[src/positional_circular_list_top_macros.svh]
// Assertion macros shared by the positional circular list RTL.
`ifndef POSITIONAL_CIRCULAR_LIST_TOP_MACROS_SVH
`define POSITIONAL_CIRCULAR_LIST_TOP_MACROS_SVH

// Same-cycle implication, disabled during reset.
`define PCL_ASSERT_NOW(label, ante, cons) \
    label: assert property (@(posedge clk) disable iff (!rst_n) (ante) |-> (cons)) \
        else $error("list check failed");

// Next-cycle implication, disabled during reset.
`define PCL_ASSERT_NEXT(label, ante, cons) \
    label: assert property (@(posedge clk) disable iff (!rst_n) (ante) |=> (cons)) \
        else $error("list check failed");

`endif

[src/pcl_pkg.sv]
// Shared types and codes of the positional circular list.
package pcl_pkg;

    localparam int WORD_W = 32;
    localparam int POS_W  = 16;
    localparam int ACT_W  = 2;
    localparam int STAT_W = 2;
    localparam int CNT_W  = 7;
    localparam int STEP_W = $clog2(POS_W + 1);

    typedef logic signed [WORD_W-1:0] word_t;

    localparam logic [ACT_W-1:0] ACT_PUSH  = 2'd0;
    localparam logic [ACT_W-1:0] ACT_POP   = 2'd1;
    localparam logic [ACT_W-1:0] ACT_READ  = 2'd2;
    localparam logic [ACT_W-1:0] ACT_CLEAR = 2'd3;

    localparam logic [STAT_W-1:0] STAT_OK    = 2'd0;
    localparam logic [STAT_W-1:0] STAT_EMPTY = 2'd1;
    localparam logic [STAT_W-1:0] STAT_FULL  = 2'd2;

    localparam logic [1:0] CELL_HOLD = 2'd0;
    localparam logic [1:0] CELL_INS  = 2'd1;
    localparam logic [1:0] CELL_DEL  = 2'd2;

    typedef struct packed {
        logic [1:0] op;   // hold, insert at k, delete at k
        logic       tap;  // drive the word at k onto the read tree
    } cell_ctrl_t;

endpackage

[src/pcl_mod_unit.sv]
// Restoring remainder unit: position modulo list length, one bit per cycle.
module pcl_mod_unit #(
    parameter int LEN_W = 7
) (
    input  logic                      clk,
    input  logic                      rst_n,
    input  logic                      start,
    input  logic [pcl_pkg::POS_W-1:0] dividend,
    input  logic [LEN_W-1:0]          divisor,
    output logic                      done,
    output logic [LEN_W-1:0]          rem
);
    import pcl_pkg::*;

    logic [POS_W-1:0]  dvd_reg;
    logic [LEN_W-1:0]  rem_reg;
    logic [LEN_W-1:0]  dsr_reg;
    logic [STEP_W-1:0] step_reg;
    logic              busy_reg;
    logic              done_reg;
    logic [LEN_W:0]    trial;
    logic [LEN_W:0]    diff;
    logic [LEN_W-1:0]  rem_next;

    always_comb
    begin
        trial = {rem_reg, dvd_reg[POS_W-1]};
        diff  = trial - {1'b0, dsr_reg};
        if (trial >= {1'b0, dsr_reg})
        begin
            rem_next = diff[LEN_W-1:0];
        end
        else
        begin
            rem_next = trial[LEN_W-1:0];
        end
    end

    always_ff @(posedge clk or negedge rst_n)
    begin
        if (!rst_n)
        begin
            busy_reg <= 1'b0;
            done_reg <= 1'b0;
            step_reg <= '0;
        end
        else
        begin
            done_reg <= busy_reg && (step_reg == STEP_W'(1));
            if (start)
            begin
                busy_reg <= 1'b1;
                step_reg <= STEP_W'(POS_W);
            end
            else if (busy_reg)
            begin
                step_reg <= step_reg - STEP_W'(1);
                if (step_reg == STEP_W'(1))
                begin
                    busy_reg <= 1'b0;
                end
            end
        end
    end

    always_ff @(posedge clk)
    begin
        if (start)
        begin
            dvd_reg <= dividend;
            rem_reg <= '0;
            dsr_reg <= divisor;
        end
        else if (busy_reg)
        begin
            dvd_reg <= {dvd_reg[POS_W-2:0], 1'b0};
            rem_reg <= rem_next;
        end
    end

    assign done = done_reg;
    assign rem  = rem_reg;

endmodule

[config.mk]
export PLATFORM = sky130hd
export DESIGN_NAME = pcl_mod_unit
export DESIGN_NICKNAME = d
export VERILOG_FILES = /design/src/positional_circular_list_top_macros.svh /design/src/pcl_pkg.sv /design/src/pcl_mod_unit.sv
export SDC_FILE = /design/constraint.sdc
export NUM_CORES = 1
export LEC_CHECK = 0
export BUFFER_PORTS_ARGS = -buffer_cell sky130_fd_sc_hd__clkbuf_2
export CORE_AREA = 4 4 71 67
export DETAILED_ROUTE_END_ITERATION = 8
export DIE_AREA = 0 0 75 71
export MAX_ROUTING_LAYER = met4
export PLACE_DENSITY = 0.71
export SYNTH_ARGS = -nofsm -noshare
export SYNTH_HDL_FRONTEND = slang
export SYNTH_SLANG_ARGS = --single-unit
[constraint.sdc]
create_clock -name clk -period 2.9 [get_ports clk]
set_clock_uncertainty 0.2 [all_clocks]
set_input_delay 0.29 -clock clk [delete_from_list [all_inputs] [get_ports clk]]
set_output_delay 0.29 -clock clk [all_outputs]
set_load 0.01 [all_outputs]
# Yosys cells after proc, flatten, opt, wreduce, memory -nomap -nowiden
# Index checks and enable logic that the tools add are counted.
# word_totals
wordCells,20
register_bits,37
# op_classes
add_sub_neg,2
order_cmp,1
n_reduce_logical,2
mux,8
eq_ne,1
# ops
cell,count
$mux W16,2
$mux W5,2
$ge A8 B7 Y1,1
$mux W7,1
$sub A7 B7 Y7,1
$eq A5 B1 Y1 const B,1
$sub A5 B1 Y5 const B,1
$mux W1,3
$reduce_bool A2 Y1,1
$logic_and A1 B1 Y1,1

# Logic depth before layout (Yosys ltp)
# depth
ltp_word,4
ltp_mapped,9

# Least setup slack after synthesis
# No wires, ideal clock.
# synth_path
path_type,register -> register
startpoint,register dvd_reg[15]
endpoint,register rem_reg[0] (netlist: rem[0])
path_buffers,1
t_required_ns,2.612
path_stages_with_launch,10
setup_ns,0.088
arrival_ns,1.689
synth_period_minus_slack_ns,1.978
path_slack_ns,0.922
path_cell_list,edfxtp_1 inv_1 ha_1 inv_1 fa_1 nand3_2 a31o_1 buf_6 nand3_1 a311oi_2
# synth_between
elab_chain_cells,2
word_cells_on_any_way,3
# synth_rtl
item,line,source
"start, declared",pcl_mod_unit.sv:15,logic [POS_W-1:0] dvd_reg;
"start signal, assigned",pcl_mod_unit.sv:70,dvd_reg <= dividend;
"start signal, assigned",pcl_mod_unit.sv:76,"dvd_reg <= {dvd_reg[POS_W-2:0], 1'b0};"
$sub A7 B7 Y7 or $ge A8 B7 Y1 (tied branches),"pcl_mod_unit.sv:28, pcl_mod_unit.sv:29",
$mux W7 *,pcl_mod_unit.sv:29,"if (trial >= {1'b0, dsr_reg})"
"end signal, assigned",pcl_mod_unit.sv:77,rem_reg <= rem_next;
"end, declared",pcl_mod_unit.sv:16,logic [LEN_W-1:0] rem_reg;
# Mark *: on every way between the ends. The rest lies on a longest branch, timed or not.
# A chain may end at the register's enable or synchronous reset.

# Worst setup path after layout
# Ends and elaborated chain as after synthesis.

==> flow_summary.yaml <==
timing:
  worst_pin_slew_ns: 0.6760
  tns_ns: 0
  fin_crit_sh_pct: 76.76
  drv_slew: 0
  layout_min_cycle_time_ns: 2.226
  grt_setup_unrepaired: "no"
  relSlewSlack_pct: 54.82
  fmax_mhz: 449.2
  hold_viol: 0
  setup_violations: 0
placed_design:
  place_congestion: 0.7734
  post-dp-hpwl_um: 2736
  io_buffers: 33
  place_inst: 241
  placed_cell_area_mm2: 0.002158
clock_network:
  postCtsSetupRepairBufs: 0
  cts_htree_levels: 2
  cts_buffer_depth: 2
  clk-insertion-delay-late_ns: 0.29
  cts_tree: "yes"
  clk_pin_slew_ns: 0.08
  cts_sinks: 37
  cts_repair_resize_count: 0
  cts_root_buf: "clkbuf_8"
  cts_buffers: 5
power_and_ir_drop:
  power_leakage_nw: 1.062
  swShare_pct: 32.61
  irDropWorstVdd_uv: 380.2
  power.internal_mw: 1.088
  power_per_cell_area_mw_per_mm2: 693.1
  p_sw_mw: 0.5263
  power.share.sequential_pct: 45.4
  pwr-share-clk_pct: 22.6
  comb_power_share_pct: 32.0
critical_path:
  crit_required_ns: 2.91
  arrival_ns: 2.23
  end_kind: "flop"
  cp_max_fo: 10
  cp-start-kind: "flop"
  criticalPathCategory: "flop to flop"
logic_synthesis:
  yosys-top-cells-area: "edfxtp_1 35%, dfrtp_1 9.0%, mux2_2 8.7%, dfxtp_1 7.2%, ha_1 5.8%"
  ys_warn_count: 0
  synth_flop_cell: "edfxtp_1"
  synth_most_common_cell: "edfxtp_1"
  synthesis.nets: 200
  yosysSeqAreaShare_pct: 51.54
  synth_cell_type_count: 46
  synthCells: 164
  synth_edf_count: 23
  synth_top_area_share_pct: 35.38
  async_flop_share_pct: 18.92
  ys_ff_latch: 37
  yosysTopAreaCell: "edfxtp_1"
  syn_area_per_cell_um2: 11.90
  synth_top_cells_by_count: "23 x edfxtp_1, 15 x mux2_2, 14 x inv_1"
  synthesis.area_mm2: 0.001952
floorplanning:
  rows: 22
  die_area_mm2: 0.005325
  core_mm2: 0.003991
  die_w_um: 75
  die_y_um: 71
  start_util_pct: 48.90
  io-pin-count: 34
cells_and_area:
  nNetsFinal: 244
  design_area_mm2: 0.002328
  final_cell_count_no_fill: 257
  num_antenna_cells: 0
  largest_register_ffs: 16
  layout-drive-gt1-share_pct: 31.58
  area_growth_pct: 19.29
  fillCellCount: 339
grt:
  grt_usage_pct: 16.23
  grt_use_met2_pct: 25.82
  use_met1_pct: 19.28
  met3_usage_pct: 4.261
  grt_pass1_wl_um: 6361
  grt_pass1_vias: 1463
  grt_max_degree: 30
  antenna_found_initial: 0
  overflow: 0
  top_usage_layer: "met2"
drt:
  routed_via_density: 5.479
  vias: 1408
  drtAntennaViolNets: 0
  drtPass1Iterations: 4
  totalWireLength_um: 3690
  wl_per_cell_um: 14.36
  drc: 0
  drt_iter0_drc: 138
flow_run:
  maxCapViolCount: 0
hold_path:
  worstHoldPathType: "primary input to flop"
outcome:
  outcome: "finished clean"
==> cell type report <==
cell class              count  area (um^2)  share of cell area [%]
well taps                  48        60.06                   2.579
repair buffers             42        252.7                   10.85
inverters                  14        52.55                   2.257
clock buffers               5        68.82                   2.955
flip-flops and latches     37         1006                   43.20
clock inverters             3        21.27                  0.9135
multi-input cells         108        867.1                   37.24
==> placed cells by master, fill, tap and decap left out, types with 2 or more instances in the layout <==
cell type	instances
clkbuf_2	33
edfxtp_1	23
mux2_2	15
inv_1	14
nor2_1	9
and3_1	9
ha_1	9
dlygate4sd3_1	8
nand2_1	7
dfrtp_1	7
dfxtp_1	7
xnor2_1	6
nand3_1	5
a31oi_1	5
clkbuf_8	5
o21ai_0	4
nor3b_1	4
nor3_1	2
a211oi_1	2
a21oi_1	2
a21o_1	2
nor2b_1	2
o31ai_1	2
==> stage by stage <==
step	hold slack, ns	total power, mW	worst slack [ns]	utilization, %
global route	0.07580	1.728	0.5117	58.34
CTS	0.06800	1.626	0.6882	58.34
finish	0.07936	1.614	0.6740	58.34
floorplan	-0.2056	1.118	0.9224	-
detailed placement	-0.06206	1.253	0.7036	54.08
global placement	-0.06791	1.228	0.7695	54.08
==> metal layers <==
| layer | routed length [um] | share of wire [%] |
|---|---|---|
| met3 | 190 | 5.1 |
| met4 | 59 | 1.6 |
| met2 | 1801 | 49 |
| met5 | 0 | 0 |
| met1 | 1639 | 44 |
==> repair_timing <==
| item | CTS | global route |
|---|---|---|
| endpoints found under the hold margin | 14 | 0 |
| endpoints found under the setup margin | 0 | 0 |
| hold buffers | 8 | 0 |
==> final timing paths <==
path	startpoint	end	slack [ns]	cells past startpoint
worst min-delay path	dividend[0]	dvd_reg[0]$_SDFFCE_PN0P_	0.08	2
worst max-delay path	dvd_reg[15]$_DFFE_PP_	rem[0]$_SDFFE_PP0P_	0.67	8
min in group asynchronous	rst_n	step_reg[0]$_DFFE_PN0P_	0.18	2
worst min register to register	dvd_reg[9]$_DFFE_PP_	dvd_reg[10]$_DFFE_PP_	0.35	1
worst max register to register	dvd_reg[15]$_DFFE_PP_	rem[0]$_SDFFE_PP0P_	0.67	8
max in group asynchronous	rst_n	step_reg[3]$_DFFE_PN0P_	2.16	2
==> logic make-up (layout without fill, tap and decap cells) <==
logic type | Yosys count | in the layout | share of synthesized area (%)
adders and majority gates | 10 | 10 | 6.795
and+or+nand+nor | 48 | 48 | 13.98
buffers and inverters | 19 | 64 | 4.038
xor gates and xnor gates | 7 | 7 | 3.141
DFF | 37 | 37 | 51.54
AOI/OAI and AO/OA | 28 | 28 | 11.86
muxes | 15 | 15 | 8.654
==> critical path, cell delays in order (launching register included) <==
cell and delay (ns):
edfxtp_1 0.40, inv_1 0.07, ha_1 0.15, inv_1 0.05
fa_1 0.40, nand3_2 0.11, a31o_1 0.36, nand3_1 0.14
a311oi_2 0.25
==> power groups by stage <==
stage | sequential [mW] | combinational (mW) | clock, mW
after global placement | 0.738 | 0.490 | 0
after floorplan | 0.731 | 0.388 | 0
after global routing | 0.746 | 0.579 | 0.403
after CTS | 0.733 | 0.519 | 0.374
after detailed placement | 0.744 | 0.509 | 0
final | 0.733 | 0.517 | 0.364
Power figures use the tool's default switching activity.
