<file path="src/positional_circular_list_top_macros.svh">
// Assertion macros shared by the positional circular list RTL.
`ifndef POSITIONAL_CIRCULAR_LIST_TOP_MACROS_SVH
`define POSITIONAL_CIRCULAR_LIST_TOP_MACROS_SVH

// Same-cycle implication, disabled during reset.
`define PCL_ASSERT_NOW(label, ante, cons) \
    label: assert property (@(posedge clk) disable iff (!rst_n) (ante) |-> (cons)) \
        else $error("list check failed");

// Next-cycle implication, disabled during reset.
`define PCL_ASSERT_NEXT(label, ante, cons) \
    label: assert property (@(posedge clk) disable iff (!rst_n) (ante) |=> (cons)) \
        else $error("list check failed");

`endif

</file>
<file path="src/pcl_pkg.sv">
// Shared types and codes of the positional circular list.
package pcl_pkg;

    localparam int WORD_W = 32;
    localparam int POS_W  = 16;
    localparam int ACT_W  = 2;
    localparam int STAT_W = 2;
    localparam int CNT_W  = 7;
    localparam int STEP_W = $clog2(POS_W + 1);

    typedef logic signed [WORD_W-1:0] word_t;

    localparam logic [ACT_W-1:0] ACT_PUSH  = 2'd0;
    localparam logic [ACT_W-1:0] ACT_POP   = 2'd1;
    localparam logic [ACT_W-1:0] ACT_READ  = 2'd2;
    localparam logic [ACT_W-1:0] ACT_CLEAR = 2'd3;

    localparam logic [STAT_W-1:0] STAT_OK    = 2'd0;
    localparam logic [STAT_W-1:0] STAT_EMPTY = 2'd1;
    localparam logic [STAT_W-1:0] STAT_FULL  = 2'd2;

    localparam logic [1:0] CELL_HOLD = 2'd0;
    localparam logic [1:0] CELL_INS  = 2'd1;
    localparam logic [1:0] CELL_DEL  = 2'd2;

    typedef struct packed {
        logic [1:0] op;   // hold, insert at k, delete at k
        logic       tap;  // drive the word at k onto the read tree
    } cell_ctrl_t;

endpackage

</file>
<file path="src/pcl_cell.sv">
// One list slot: holds a word, shifts with its neighbors on insert and delete.
module pcl_cell #(
    parameter int IDX_W = 6,
    parameter int INDEX = 0
) (
    input  logic                clk,
    input  pcl_pkg::cell_ctrl_t ctrl,
    input  logic [IDX_W-1:0]    k,
    input  pcl_pkg::word_t      left,
    input  pcl_pkg::word_t      right,
    input  pcl_pkg::word_t      ins,
    output pcl_pkg::word_t      word,
    output pcl_pkg::word_t      tap_word
);
    import pcl_pkg::*;

    localparam logic [IDX_W-1:0] MY_IDX = IDX_W'(INDEX);

    word_t word_reg;
    logic  is_eq;
    logic  is_gt;

    assign is_eq = (MY_IDX == k);
    assign is_gt = (MY_IDX > k);

    always_ff @(posedge clk)
    begin
        unique case (ctrl.op)
            CELL_INS:
            begin
                if (is_eq)
                begin
                    word_reg <= ins;
                end
                else if (is_gt)
                begin
                    word_reg <= left;
                end
            end
            CELL_DEL:
            begin
                if (is_eq || is_gt)
                begin
                    word_reg <= right;
                end
            end
            default:
            begin
                word_reg <= word_reg;
            end
        endcase
    end

    assign word     = word_reg;
    assign tap_word = (ctrl.tap && is_eq) ? word_reg : '0;

endmodule

</file>
<file path="config.mk">
export PLATFORM = sky130hd
export DESIGN_NAME = pcl_cell
export DESIGN_NICKNAME = d
export VERILOG_FILES = /design/src/positional_circular_list_top_macros.svh /design/src/pcl_pkg.sv /design/src/pcl_cell.sv
export SDC_FILE = /design/constraint.sdc
export NUM_CORES = 1
export LEC_CHECK = 0
export BUFFER_PORTS_ARGS = -buffer_cell sky130_fd_sc_hd__buf_2
export CAP_MARGIN = 0
export CORE_MARGIN = 2
export CORE_UTILIZATION = 42
export CTS_CLUSTER_DIAMETER = 120
export CTS_CLUSTER_SIZE = 20
export DETAILED_ROUTE_END_ITERATION = 6
export PLACE_DENSITY = 0.87
export RECOVER_POWER = 100
export SYNTH_ARGS = -nofsm -noshare
export SYNTH_HDL_FRONTEND = slang
export SYNTH_SLANG_ARGS = --single-unit
</file>
<file path="constraint.sdc">
create_clock -name clk -period 7.6 [get_ports clk]
set_input_delay 1.52 -clock clk [delete_from_list [all_inputs] [get_ports clk]]
set_output_delay 1.52 -clock clk [all_outputs]
set_load 0.05 [all_outputs]
</file>
-- After elaboration in Yosys (flattened, before gate mapping)
Cells that the tools add are included.
- latch bits: 0
- memories: 0
- input port bits: 106
- bits in read-only memories: 0
- RAM bits: 0
- register bits after elaboration: 32
- word-level logic and storage cells: 16
- output and inout port bits: 64
- equality and inequality tests: 4
- div/mod/pow operators: 0
- reductions and logical operators: 5
- bitwise gates (word level): 0
- $mul: 0
- add/subtract/negate cells: 0
- shifts and indexed selects: 0
- magnitude comparators: 1
- mux-type cells: 5
- operators with widths (cell ; count):
    $mux W32 ; 4
    $pmux W32 S2 ; 1
    $gt A1 B6 Y1 const A ; 1
    $logic_not A6 Y1 ; 1
    $ne A3 B3 Y1 const B ; 1
    $reduce_and A3 Y1 ; 1
    $eq A2 B1 Y1 const B ; 1
    $eq A2 B2 Y1 const B ; 1
    $ne A2 B2 Y1 const B ; 1
    $reduce_bool A2 Y1 ; 1
    $logic_and A1 B1 Y1 ; 1
    $logic_or A1 B1 Y1 ; 1

-- Logic depth before layout (Yosys ltp)
Gate-level depths: netlist (run 1).
- word-level depth: 4
- mapped depth: 5
- mapped depth without buffers: 3

-- Worst setup path after synthesis (run 1)
Ideal clock, no wire load.
- kind: input -> register
- from: input k[3]
- to: register word_reg[0] (netlist: word[0]) (enable)
- slack: 2.520 ns
- buffers on the path: 2
- data required time: 7.139 ns
- arrival time: 4.619 ns
- library setup time: 0.461 ns
- stages on the path: 4
- cell sequence: or4_1 > buf_2 > buf_2 > nor3_1
- word-level cells in the longest chain between the ends: 4
- elaborated cells on any way between the ends: 6
- classes of those cells: order compare: 1; eq/ne: 2; reduce/logical: 3
- RTL lines (element ; RTL line ; text):
    start, declared ; pcl_cell.sv:8 ; input logic [IDX_W-1:0] k,
    $gt A1 B6 Y1 or $logic_not A6 Y1 (tied branches) ; pcl_cell.sv:24, pcl_cell.sv:23 ;
    $logic_or A1 B1 Y1 ; pcl_cell.sv:42 ; if (is_eq || is_gt)
    $ne A2 B2 Y1 (no source line) ; -- ;
    $reduce_and A3 Y1 (no source line) * ; -- ;
    end signal, assigned ; pcl_cell.sv:33 ; word_reg <= ins;
    end signal, assigned ; pcl_cell.sv:44 ; word_reg <= right;
    end signal, assigned ; pcl_cell.sv:49 ; word_reg <= word_reg;
    end, declared ; pcl_cell.sv:19 ; word_t word_reg;
Every way passes the cells marked *; elsewhere a longest branch is shown, timed or not.
A chain may end at the register's enable or synchronous reset.

-- Worst setup path after layout (run 1)
- from: input k[3]
- to: output tap_word[14]
- word-level cells in the longest chain between the ends: 3
- RTL lines (element ; RTL line ; text):
    $logic_not A6 Y1 ; pcl_cell.sv:23 ; assign is_eq = (MY_IDX == k);
    $logic_and A1 B1 Y1 ; pcl_cell.sv:55 ; assign tap_word = (ctrl.tap && is_eq) ? word_reg : '0;
    $mux W32 ; pcl_cell.sv:55 ;
    end, declared ; pcl_cell.sv:13 ; output pcl_pkg::word_t tap_word
No other way between the ends.

==> metrics.cfg, run 1 <==
[global_route]
grt_max_degree=35
grt_pass1_wl_mm=10.7
track_usage_pct=26.2
grt_pass1_vias=2239
antenna_found_initial=0
grt_overflow=0

[clock_tree]
clockRootBuffer=clkbuf_8
clk_path_buf_depth=2
cts_sinks=32
clk_pin_slew_ps=70
ctsHoldBuffers=0
numCtsBuffers=5
tritoncts=done
post_cts_buffers=0
htree_levels=2
ctsResizeCount=0

[finish]
final_cell_area_um2=2840
synthToLayoutAreaGrowth_pct=41.6
largest_reg_flops=32
multiInputGateArea_um2=936
n_antenna_cell=0
nets=489
drive_above_1_share_pct=30.8
seqCellArea_um2=961
n_fill_cell=446

[power]
clkPwrFrac_pct=30.2
p_switching_mw=0.103
switching_share_pct=26.1
leakagePower_nw=1.26
pwr-share-comb_pct=19.5
seqPwrFrac_pct=50.4
p_int_mw=0.291
power_density_nw_per_um2=138
ir_drop_v=0.0000776
p_total_mw=0.393

[synthesis]
syn_inst=227
syn_area_per_cell_um2=8.84
synth_area_leaders=edfxtp_1 48%, a31oi_1 10%, and3_1 10%
synth_seq_area_share_pct=47.9
ys_warn_count=0
synth_edf_count=32
ys_types=18
ys_seq_elements=32
syn-num-nets=333
synthesis.area_um2=2010
yosysTopAreaCell=edfxtp_1
ys_async_sr_fraction_pct=0
synth_most_common_cell=nor2_1
synth-main-ff-cell=edfxtp_1
synth_top_area_share_pct=47.9

[timing]
tns_ps=0
timing.final.crit_share_pct=73.5
slew_headroom_pct=-19.0
fmax_mhz=179
slew_viol_final=33
rsz0062_at_grt=false
worst_pin_slew_ps=1780
finalHoldViolations=0
setup_viol=0
period_minus_slack_ps=5580

[floorplanning]
start_util_pct=43.1
dieHeight_um=73.1
std_cell_rows=25
floorplan.io_pins=170
die_x_um=73.1
core_um2=4660
die-area_um2=5350

[routing]
vias=2467
postRouteAntennaNets=0
wl_per_cell_um=16.6
drt_first_pass_iters=5
wl_mm=7.25
drc=0
viasPerCell=5.65
drtIter0Drc=220

[critical_path]
slowest_delay_ps=600
cp_slowest_cell=clkbuf_1
required_ps=6080
worstSetupStartpointType=primary input
cp-end-kind=output port
crit_chain=clkbuf_1 -> or4_1 -> clkbuf_1 -> nor2_8 -> and3_1 -> clkbuf_1
cp_common_cell=clkbuf_1
path_max_fanout=34
cp.arrival_ps=4060
path_class=in -> out

[flow_run]
maxCapViolCount=1

[place]
gp_congestion=0.879
post_dp_cell_area_um2=2860
portBuffers=169
dpl.hpwl_mm=4.72

[status]
violations=capacitance limit, slew limit
status=finished, violations left

[worst_hold_path]
hp-class=in -> reg

-- through the flow --
stage / std cells / setup slack [ps] / hold slack, ps / util [%]
after global routing: 437 / 1860 / 1570 / 61.0
after global placement: 430 / 2760 / 1840 / 61.3
after CTS: 437 / 2780 / 1550 / 62.9
final: 437 / 2020 / 1560 / 61.0
after floorplan: 227 / 2520 / 1750 / -
after detailed placement: 430 / 2780 / 1850 / 61.3
-- per-layer routing --
| metal | GRT usage (%) | share of wire (%) | vias to the layer above |
|---|---|---|---|
| met5 | 0 | 0 | - |
| li1 | - | - | 1165 |
| met2 | 46.1 | 51 | 160 |
| met1 | 31.1 | 39 | 1124 |
| met4 | 9.26 | 1.9 | 0 |
| met3 | 5.94 | 8.1 | 18 |
-- logic make-up after synthesis --
family | count (synthesis) | synth area share [%]
flops | 32 | 47.9
compound gates | 96 | 25.9
simple gates | 72 | 19.3
buf+inv | 26 | 6.42
xor+xnor | 1 | 0.436
-- power by group through the flow --
stage | Sequential (mW) | Combinational (mW) | Clock [mW]
6_report | 0.198 | 0.0766 | 0.119
5_1_grt | 0.198 | 0.0850 | 0.129
4_1_cts | 0.198 | 0.0766 | 0.122
3_5_place_dp | 0.202 | 0.0762 | 0
3_3_place_gp | 0.202 | 0.0744 | 0
2_1_floorplan | 0.206 | 0.0343 | 0
-- area by class of cell --
cell class | instances | share of cell area (%)
clock inverter | 2 | 0.264
sequential | 32 | 33.8
clock buffer | 5 | 2.42
tap | 54 | 2.38
multi-input combinational | 169 | 32.9
timing repair buffer | 175 | 28.2
-- worst max-delay path: cells and delay by family --
family	cells	cell delay, ps
simple gates	3	1320
buf+inv	3	1200
-- placed cells by master, fill, tap and decap left out, drive strengths merged --
cell    count
or2         1
nor3        1
nand2b      1
o21ai      32
nor2       34
xnor2       1
clkbuf     72
a21oi      32
and3       32
buf       108
clkinv      2
a31oi      32
or4         1
edfxtp     32
nor2b       1
nor4        1
-- worst paths after layout --
check / startpoint / endpoint / slack, ps / depth (start not counted)
worst max-delay path: k[3] / tap_word[14] / 2020 / 6
worst min-delay path: right[17] / word[17]$_DFFE_PP_ / 1560 / 3
Note: power is estimated with default switching activity, not from simulation.
==> run 2: changes to the inputs <==
- CORE_UTILIZATION: 42 -> 39
- PLACE_DENSITY: 0.87 -> 0.82
- clock period: 7.6 -> 5.8 ns (I/O delays scaled with it)
==> metrics.cfg, run 2 (synthesis results as in run 1) <==
[clock_tree]
htree_levels=2  ; unchanged
clk_pin_slew_ps=60  ; was 70 ps
ctsHoldBuffers=0  ; unchanged
post_cts_buffers=0  ; unchanged
tritoncts=done  ; unchanged
cts_sinks=32  ; unchanged
clk_path_buf_depth=2  ; unchanged
ctsResizeCount=0  ; unchanged
clockRootBuffer=clkbuf_8  ; unchanged
numCtsBuffers=5  ; unchanged

[critical_path]
required_ps=4640  ; was 6080 ps
cp.arrival_ps=3640  ; was 4060 ps
worstSetupStartpointType=primary input  ; unchanged
cp-end-kind=output port  ; unchanged
path_max_fanout=34  ; unchanged
path_class=in -> out  ; unchanged

[routing]
drt_first_pass_iters=5  ; unchanged
wl_mm=6.93  ; was 7.25 mm
postRouteAntennaNets=0  ; unchanged
drtIter0Drc=197  ; was 220
viasPerCell=5.40  ; was 5.65
vias=2440  ; was 2467
wl_per_cell_um=15.3  ; was 16.6 um
drc=0  ; unchanged

[finish]
nets=487  ; was 489
final_cell_area_um2=2860  ; was 2840 um^2
largest_reg_flops=32  ; unchanged
synthToLayoutAreaGrowth_pct=42.5  ; was 41.6%
n_antenna_cell=0  ; unchanged
final_core_util_pct=56.7  ; was 61.0%
layout_commonest_cell=buf_2  ; unchanged
n_fill_cell=494  ; was 446
drive_above_1_share_pct=33.0  ; was 30.8%
layout_common_cells=116 x buf_2, 57 x clkbuf_1, 33 x nor2_1  ; was 104 x buf_2, 67 x clkbuf_1

[timing]
timing.final.crit_share_pct=82.8
worst_pin_slew_ps=2200  ; was 1780 ps
slew_viol_final=66  ; was 33
finalHoldViolations=0  ; unchanged
tns_ps=0  ; unchanged
rsz0062_at_grt=false  ; unchanged
setup_viol=0  ; unchanged
fmax_mhz=208
slew_headroom_pct=-47.2  ; was -19.0%
period_minus_slack_ps=4800

[floorplanning]
core_um2=5040  ; was 4660 um^2
std_cell_rows=26  ; was 25
dieHeight_um=75.7  ; was 73.1 um
die_x_um=75.7  ; was 73.1 um
floorplan.io_pins=170  ; unchanged
die-area_um2=5740  ; was 5350 um^2
start_util_pct=39.8  ; was 43.1%

[global_route]
antenna_found_initial=0  ; unchanged
grt_overflow=0  ; unchanged
grt_max_degree=35  ; unchanged
grt_pass1_wl_mm=9.83  ; was 10.7 mm
grt_pass1_vias=2099  ; was 2239
track_usage_pct=23.1  ; was 26.2%

[place]
gp_congestion=0.887  ; was 0.879
post_dp_cell_area_um2=2860  ; about the same
portBuffers=169  ; unchanged
dpl.hpwl_mm=4.72  ; about the same

[status]
status=finished, violations left  ; unchanged
violations=capacitance limit, slew limit  ; unchanged

[flow_run]
maxCapViolCount=2  ; was 1

[worst_hold_path]
min_path_cells=3  ; unchanged
hp-start=right[24]  ; was right[17]
hp-class=in -> reg  ; unchanged
min_to=word[24]$_DFFE_PP_  ; was word[17]$_DFFE_PP_

[power]
power_density_nw_per_um2=182  ; was 138 nW/um^2
leakagePower_nw=1.30  ; was 1.26 nW
ir_drop_v=0.000111  ; was 0.0000776 V

## run 2: cell count changes in the layout (fill, tap and decap cells not counted), sizes merged
cell    previous run  this run
clkbuf            72        62
clkinv             2         1
buf              108       118
## run 2: final cells by class
class	instances	area (um^2)	area share, %
multi-input combinational	169	928	32.5
clock buffer	7	76.3	2.67
clock inverter	1	3.75	0.131
tap	70	87.6	3.06
timing repair buffer	173	802	28.1
sequential	32	961	33.6
## run 2: power breakdown
part / total [mW] / switching [mW] / internal [mW]
combinational: 0.0994 / 0.0567 / 0.0427
sequential: 0.260 / 0.000872 / 0.259
clock: 0.161 / 0.0774 / 0.0834
total: 0.520 / 0.135 / 0.385
## run 2: per-stage QoR
stage,power [mW],worst slack (ps),hold slack [ps],std cells
5_1_grt,0.542,802,1200,452
3_5_place_dp,0.364,1730,1490,444
2_1_floorplan,0.315,1080,1390,227
4_1_cts,0.524,1720,1190,452
3_3_place_gp,0.361,1790,1480,444
6_report,0.520,1000,1200,452
## run 2: worst max-delay path by stage
stage          start           endpoint  slack [ps]  cells past startpoint
2_1_floorplan   k[3]  word[0]$_DFFE_PP_        1080                      4
3_3_place_gp    k[3]       tap_word[18]        1790                      6
3_5_place_dp    k[3]       tap_word[16]        1730                      6
4_1_cts         k[3]       tap_word[16]        1720                      6
5_1_grt         k[3]       tap_word[16]         800                      6
6_report        k[3]       tap_word[16]        1000                      6
## run 2: routing by layer
layer	wire, um	up-vias	GRT usage (%)	part of all wire [%]
met5	0	-	0	0
li1	-	1162	-	-
met3	551	13	5.03	8.0
met4	98	0	8.77	1.4
met2	3590	148	39.1	52
met1	2680	1117	28.7	39
## run 2: critical path: stages
cell      delay (ps)
clkbuf_1         110
or4_1            520
clkbuf_1         590
nor2_8           550
and3_1           230
clkbuf_1         470
